[src/hw/rtl/stbs_pkg.sv]
// shared types, constants and helpers for the sorted table binary search block
`default_nettype none

package stbs_pkg;

    // table geometry
    localparam int TABLE_DEPTH = 1024;
    localparam int WORD_WIDTH  = 32;
    localparam int ADDR_W      = $clog2(TABLE_DEPTH);
    localparam int CNT_W       = $clog2(TABLE_DEPTH + 1);

    // fixed field widths of the transfers
    localparam int OPCODE_W = 2;
    localparam int VALUE_W  = 32;
    localparam int ENTRY_W  = 11;

    // opcodes
    localparam logic [OPCODE_W-1:0] OP_LOAD   = 2'd0;
    localparam logic [OPCODE_W-1:0] OP_SEARCH = 2'd1;
    localparam logic [OPCODE_W-1:0] OP_CLEAR  = 2'd2;

    typedef logic [WORD_WIDTH-1:0] word_t;
    typedef logic [CNT_W-1:0]      cnt_t;

    // input transfer
    typedef struct packed {
        logic [OPCODE_W-1:0]       opcode;
        logic signed [VALUE_W-1:0] value;
    } stbs_req_t;

    // result transfer
    typedef struct packed {
        logic               found;
        logic               status;
        logic [ENTRY_W-1:0] entry_count;
    } stbs_rsp_t;

    // controller states
    typedef enum logic [1:0] {
        ST_IDLE,
        ST_PROBE,
        ST_COMPARE
    } stbs_state_t;

    // controller to datapath commands
    typedef struct packed {
        logic accept;
        logic do_load;
        logic do_clear;
        logic search_init;
        logic issue_read;
        logic step_right;
        logic step_left;
        logic finish;
        logic found;
        logic reject;
    } stbs_cmd_t;

    // datapath to controller status
    typedef struct packed {
        logic [OPCODE_W-1:0] opcode;
        logic                full;
        logic                range_open;
        logic                key_eq;
        logic                key_lt;
    } stbs_sts_t;

    // sign extend the 32-bit field, then keep the table word width
    function automatic word_t to_word(input logic signed [VALUE_W-1:0] v);
        logic signed [63:0] ext;
        ext = 64'(v);
        return ext[WORD_WIDTH-1:0];
    endfunction

endpackage

`default_nettype wire

[src/hw/rtl/stbs_ctrl.sv]
// controller state machine for the sorted table binary search block
`default_nettype none

module stbs_ctrl
    import stbs_pkg::*;
(
    input  wire logic      clk,
    input  wire logic      rst_n,
    input  wire logic      start,
    input  wire stbs_sts_t sts,
    output logic           busy,
    output stbs_cmd_t      cmd
);

    stbs_state_t state_reg;
    stbs_state_t state_next;

    // state register
    always_ff @(posedge clk or negedge rst_n)
    begin
        if (!rst_n)
        begin
            state_reg <= ST_IDLE;
        end
        else
        begin
            state_reg <= state_next;
        end
    end

    // next state
    always_comb
    begin
        state_next = state_reg;
        unique case (state_reg)
            ST_IDLE:
            begin
                if (start && (sts.opcode == OP_SEARCH))
                begin
                    state_next = ST_PROBE;
                end
            end
            ST_PROBE:
            begin
                if (sts.range_open)
                begin
                    state_next = ST_COMPARE;
                end
                else
                begin
                    state_next = ST_IDLE;
                end
            end
            ST_COMPARE:
            begin
                if (sts.key_eq)
                begin
                    state_next = ST_IDLE;
                end
                else
                begin
                    state_next = ST_PROBE;
                end
            end
            default:
            begin
                state_next = ST_IDLE;
            end
        endcase
    end

    // outputs
    always_comb
    begin
        cmd  = '0;
        busy = 1'b1;
        unique case (state_reg)
            ST_IDLE:
            begin
                busy = 1'b0;
                if (start)
                begin
                    cmd.accept = 1'b1;
                    unique case (sts.opcode)
                        OP_LOAD:
                        begin
                            cmd.do_load = 1'b1;
                            cmd.reject  = sts.full;
                            cmd.finish  = 1'b1;
                        end
                        OP_SEARCH:
                        begin
                            cmd.search_init = 1'b1;
                        end
                        OP_CLEAR:
                        begin
                            cmd.do_clear = 1'b1;
                            cmd.finish   = 1'b1;
                        end
                        default:
                        begin
                            // unused opcode: report current count only
                            cmd.finish = 1'b1;
                        end
                    endcase
                end
            end
            ST_PROBE:
            begin
                // empty interval ends the search as not found
                if (sts.range_open)
                begin
                    cmd.issue_read = 1'b1;
                end
                else
                begin
                    cmd.finish = 1'b1;
                end
            end
            ST_COMPARE:
            begin
                if (sts.key_eq)
                begin
                    cmd.finish = 1'b1;
                    cmd.found  = 1'b1;
                end
                else if (sts.key_lt)
                begin
                    cmd.step_right = 1'b1;
                end
                else
                begin
                    cmd.step_left = 1'b1;
                end
            end
            default:
            begin
                busy = 1'b1;
            end
        endcase
    end

endmodule

`default_nettype wire

[config.mk]
export PLATFORM = sky130hd
export DESIGN_NAME = stbs_ctrl
export DESIGN_NICKNAME = d
export VERILOG_FILES = /design/src/hw/rtl/stbs_pkg.sv /design/src/hw/rtl/stbs_ctrl.sv
export SDC_FILE = /design/constraint.sdc
export NUM_CORES = 1
export LEC_CHECK = 0
export BUFFER_PORTS_ARGS = -buffer_cell sky130_fd_sc_hd__clkbuf_2
export CAP_MARGIN = 5
export CELL_PAD_IN_SITES_DETAIL_PLACEMENT = 1
export CELL_PAD_IN_SITES_GLOBAL_PLACEMENT = 2
export CORE_AREA = 5 5 42 44
export CTS_BUF_LIST = sky130_fd_sc_hd__clkbuf_4 sky130_fd_sc_hd__clkbuf_8
export CTS_CLUSTER_DIAMETER = 40
export DETAILED_ROUTE_END_ITERATION = 12
export DIE_AREA = 0 0 47 49
export GPL_ROUTABILITY_DRIVEN = 0
export PLACE_DENSITY_LB_ADDON = 0.25
export SETUP_SLACK_MARGIN = 0.02
export SLEW_MARGIN = 5
export SYNTH_ARGS = -nofsm -noshare
export SYNTH_HDL_FRONTEND = slang
export SYNTH_SLANG_ARGS = --single-unit
[constraint.sdc]
create_clock -name clk -period 1.9 [get_ports clk]
set_clock_uncertainty 0.15 [all_clocks]
set_input_delay 0.095 -clock clk [delete_from_list [all_inputs] [get_ports clk]]
set_output_delay 0.095 -clock clk [all_outputs]
set_load 0.05 [all_outputs]
## Yosys cells after proc, flatten, opt, wreduce, memory -nomap -nowiden

Index checks and enable logic that the tools add are counted.

- Latch bits: 0
- Input bits: 9
- Memory bits (writable): 0
- Logic and storage cells: 34
- Memory bits (read-only): 0
- Output and inout port bits: 11
- Flip-flop bits (word level): 2
- Memories: 0

- Equal/unequal tests: 5
- Div/mod/pow operators: 0
- Mux-type cells: 25
- Bitwise logic cells: 0
- Shift operators: 0
- Add/subtract/negate cells: 0
- Reductions and logical operators: 3
- Magnitude comparators: 0
- Multipliers: 0

Operator list:

| kind | count |
|---|---|
| 2-to-1 mux 1 bit | 16 |
| 2-to-1 mux 2 bit | 5 |
| 2-to-1 mux 4 bit | 2 |
| case mux 2 bit (3 select lines) | 1 |
| equality test 2 x 1 -> 1 bit (second input constant) | 2 |
| equality test 2 bit (second input constant) | 2 |
| logical NOT 2 bit | 2 |
| case mux 1 bit (3 select lines) | 1 |
| != test 2 bit (second input constant) | 1 |
| logical AND 1 bit | 1 |

## Logic depth before layout (Yosys ltp)

- Word-level depth: 4
- Mapped depth: 3
- Gate-level depth less buffers: 3

## Worst setup path after synthesis

No wires, ideal clock.

- Kind: register -> output
- Start point: reg state_reg[0]
- End point: out cmd[3] (netlist bit)
- Path slack: -439 ps
- Buffers on the path: 0
- Arrival time: 2,094 ps
- Cell stages (with the launch flop): 2
- Data required time: 1,655 ps
- Path through: dfrtp_1 -> nor4b_1

RTL lines:

| item | line | text |
|---|---|---|
| start, declared | stbs_ctrl.sv:15 | `stbs_state_t state_reg;` |
| start signal, assigned | stbs_ctrl.sv:27 | `state_reg <= state_next;` |
| end, declared | stbs_ctrl.sv:12 | `output stbs_cmd_t cmd` |

==> impl_metrics.py <==
metrics = {
    "run_status": {
        "status": "finished clean",
    },
    "power": {
        "power.share.clock": 0.379,
        "seq_power_share": 0.199,
        "total_power_uw": 242,
        "p_leak_uw": 0.000217,
        "p_sw_frac": 0.374,
        "peakVddDrop_uv": 256,
        "p_per_area_nw_per_um2": 576,
        "intPower_uw": 152,
        "pwr-share-comb": 0.422,
        "switchingPower_uw": 90.6,
    },
    "sta": {
        "rsz0062_at_grt": "true",
        "drv_slew": 0,
        "period_share": 0.944,
        "slew_headroom": 0.811,
        "final-setup-viol-count": 0,
        "hold_viol_final": 0,
        "fmax_mhz": 557,
        "worst_pin_slew_ns": 0.285,
        "fin_ws_ns": 0.106,
        "timing.final.crit_period_ns": 1.79,
    },
    "placed_design": {
        "dp_hpwl_um": 576,
        "pre_cts_slack_ns": 0.195,
        "numPortBuffers": 19,
    },
    "clocking": {
        "max-clock-path-buffers": 2,
        "clk_pin_slew_ns": 0.03,
        "root_buffer": "clkbuf_4",
        "cts.sinks": 2,
        "cts_buffers": 3,
        "clk_latency_ns": 0.22,
        "ctsHtreeMaxLevel": 1,
        "cts_tree": "done",
    },
    "grt": {
        "grt_pass1_wl_um": 1220,
        "grt_pass1_vias": 287,
        "grtUsageTotal": 0.0732,
        "overflow": 0,
        "grt_max_degree": 9,
        "antenna_found_initial": 0,
    },
    "worst_setup_path": {
        "cp.arrival_ns": 1.55,
        "critPathCaptureType": "primary output",
        "r2r_end": "state_reg[0]",
        "path_max_fanout": 5,
        "crit_type": "reg -> out",
        "cp.required_ns": 1.65,
        "cp-start-kind": "register",
        "reg2reg_depth": 2,
        "r2r-start": "state_reg[1]",
        "r2r_slack_ns": 0.89,
    },
    "floorplanning": {
        "num_rows": 14,
        "ioPinCount": 20,
        "core_area_um2": 1400,
        "die_x_um": 47,
        "start_util": 0.143,
        "die_area_um2": 2300,
        "die_h_um": 49,
    },
    "drt": {
        "vias": 269,
        "via_per_inst": 4.14,
        "first_iter_violations": 2,
        "route.antenna.remaining_nets": 0,
        "wl_per_cell_um": 11.3,
        "drt_pass1_iterations": 2,
        "wl_um": 736,
        "drc": 0,
    },
    "hold_path": {
        "hold_class": "in -> reg",
        "min_to": "state_reg[0]",
        "min_path_cells": 3,
        "hold_start": "start",
    },
    "synthesis": {
        "syn_area_per_cell_um2": 9.10,
        "yosysTopAreaCell": "dfrtp_1",
        "synth_ff_type": "dfrtp_1",
        "synth_cells": 22,
        "synth_nets": 31,
        "yosysSeqAreaShare": 0.250,
        "synth_top_area_share": 0.250,
        "async_flop_share": 1.00,
        "synth-edff-count": 0,
        "synth_common_cells": "3 x inv_1, 2 x dfrtp_1, 2 x nor2_1",
        "ys_types": 18,
        "synth_area_leaders": "dfrtp_1 25%, nor4b_4 12%, inv_1 5.6%",
        "synth_area_um2": 200,
        "yosys_warnings": 0,
        "synth_seq_cells": 2,
        "yosysMostFrequentCell": "inv_1",
    },
    "layout": {
        "multi_input_area_um2": 163,
        "filler_cell_count": 176,
        "drive_gt1_frac": 0.714,
        "seqCellArea_um2": 52.6,
        "nets": 60,
        "synthToLayoutAreaGrowth_pct": 110,
        "antenna_cells": 0,
        "largest_reg_flops": 2,
    },
    "run": {
        "drv_cap": 0,
    },
}
[how the worst max path moves through the flow]
| stage | startpoint | cells past startpoint | slack, ns | to |
|---|---|---|---|---|
| after floorplan | state_reg[0] | 2 | -0.04 | cmd[2] |
| after global placement | state_reg[0] | 3 | 0.22 | cmd[0] |
| after detailed placement | state_reg[1] | 3 | 0.20 | cmd[0] |
| after CTS | state_reg[1] | 3 | 0.02 | cmd[0] |
| after global routing | state_reg[0] | 3 | 0.01 | cmd[0] |
| final | state_reg[0] | 3 | 0.11 | cmd[2] |
[final cells by class]
| class | count | share of cell area |
|---|---|---|
| Sequential cell | 2 | 0.125 |
| Timing Repair Buffer | 24 | 0.360 |
| Tap cell | 16 | 0.0476 |
| Inverter | 3 | 0.0268 |
| Clock buffer | 3 | 0.0536 |
| Multi-Input combinational cell | 17 | 0.387 |
[worst max-delay path, stage by stage (launching register included)]
cell,delay (ns)
dfrtp_2,0.42
or3b_4,0.45
o221ai_1,0.20
clkbuf_4,0.26
[metal layers]
layer	vias to the layer above	wire length, µm	global-route usage
li1	134	-	-
met1	125	283	0.0857
met2	10	386	0.106
met3	0	66	0.0221
met4	0	0	0.0553
met5	-	0	0
[power groups by stage]
stage / logic [µW] / clock network, µW / registers [µW]
after global routing: 110 / 105 / 48.6
after CTS: 96.9 / 98.5 / 48.9
after global placement: 90.6 / 0 / 49.0
after detailed placement: 91.2 / 0 / 49.3
final: 102 / 91.9 / 48.2
after floorplan: 63.9 / 0 / 48.2
[through the flow]
step,utilization,cells,instance area [µm²],hold WS (ns),setup TNS (ns)
after floorplan,-,22,224,-0.351,-0.0368
after global placement,0.242,57,339,-0.270,0
after detailed placement,0.242,57,339,-0.267,0
after CTS,0.280,62,393,0.0106,0
after global routing,0.300,65,420,0.0211,0
final,0.300,65,420,0.00838,0
[timing repair]
item                       in CTS  in global routing
pin swaps                       0                  2
setup buffers                   0                  3
gates resized for setup         3                  4
hold buffers                    2                  0
hold endpoints to repair        3                  0
setup endpoints to repair       2                  5
[cell families (layout without fill, tap and decap cells)]
logic type / count (synthesis) / in the layout / synth area share
buffers and inverters: 3 / 30 / 0.0562
AO/OA/AOI/OAI: 2 / 2 / 0.0687
AND/OR/NAND/NOR: 15 / 15 / 0.625
flip-flops: 2 / 2 / 0.250
[placed cells by master (no fill, tap or decap)]
cell	n
o221ai_1	1
nor4bb_2	1
or2b_1	1
nor3b_2	1
clkbuf_4	5
clkbuf_8	1
dfrtp_2	2
nor3_2	1
and2_2	1
nor2_1	2
nand4bb_1	1
a21oi_1	1
clkbuf_2	16
inv_1	3
or2_2	1
nand2b_1	1
dlygate4sd3_1	2
buf_4	3
or3b_4	1
nand3b_1	1
nor4b_4	1
nor2b_1	1
nor4b_2	1
Note: power is estimated with default switching activity, not from simulation.
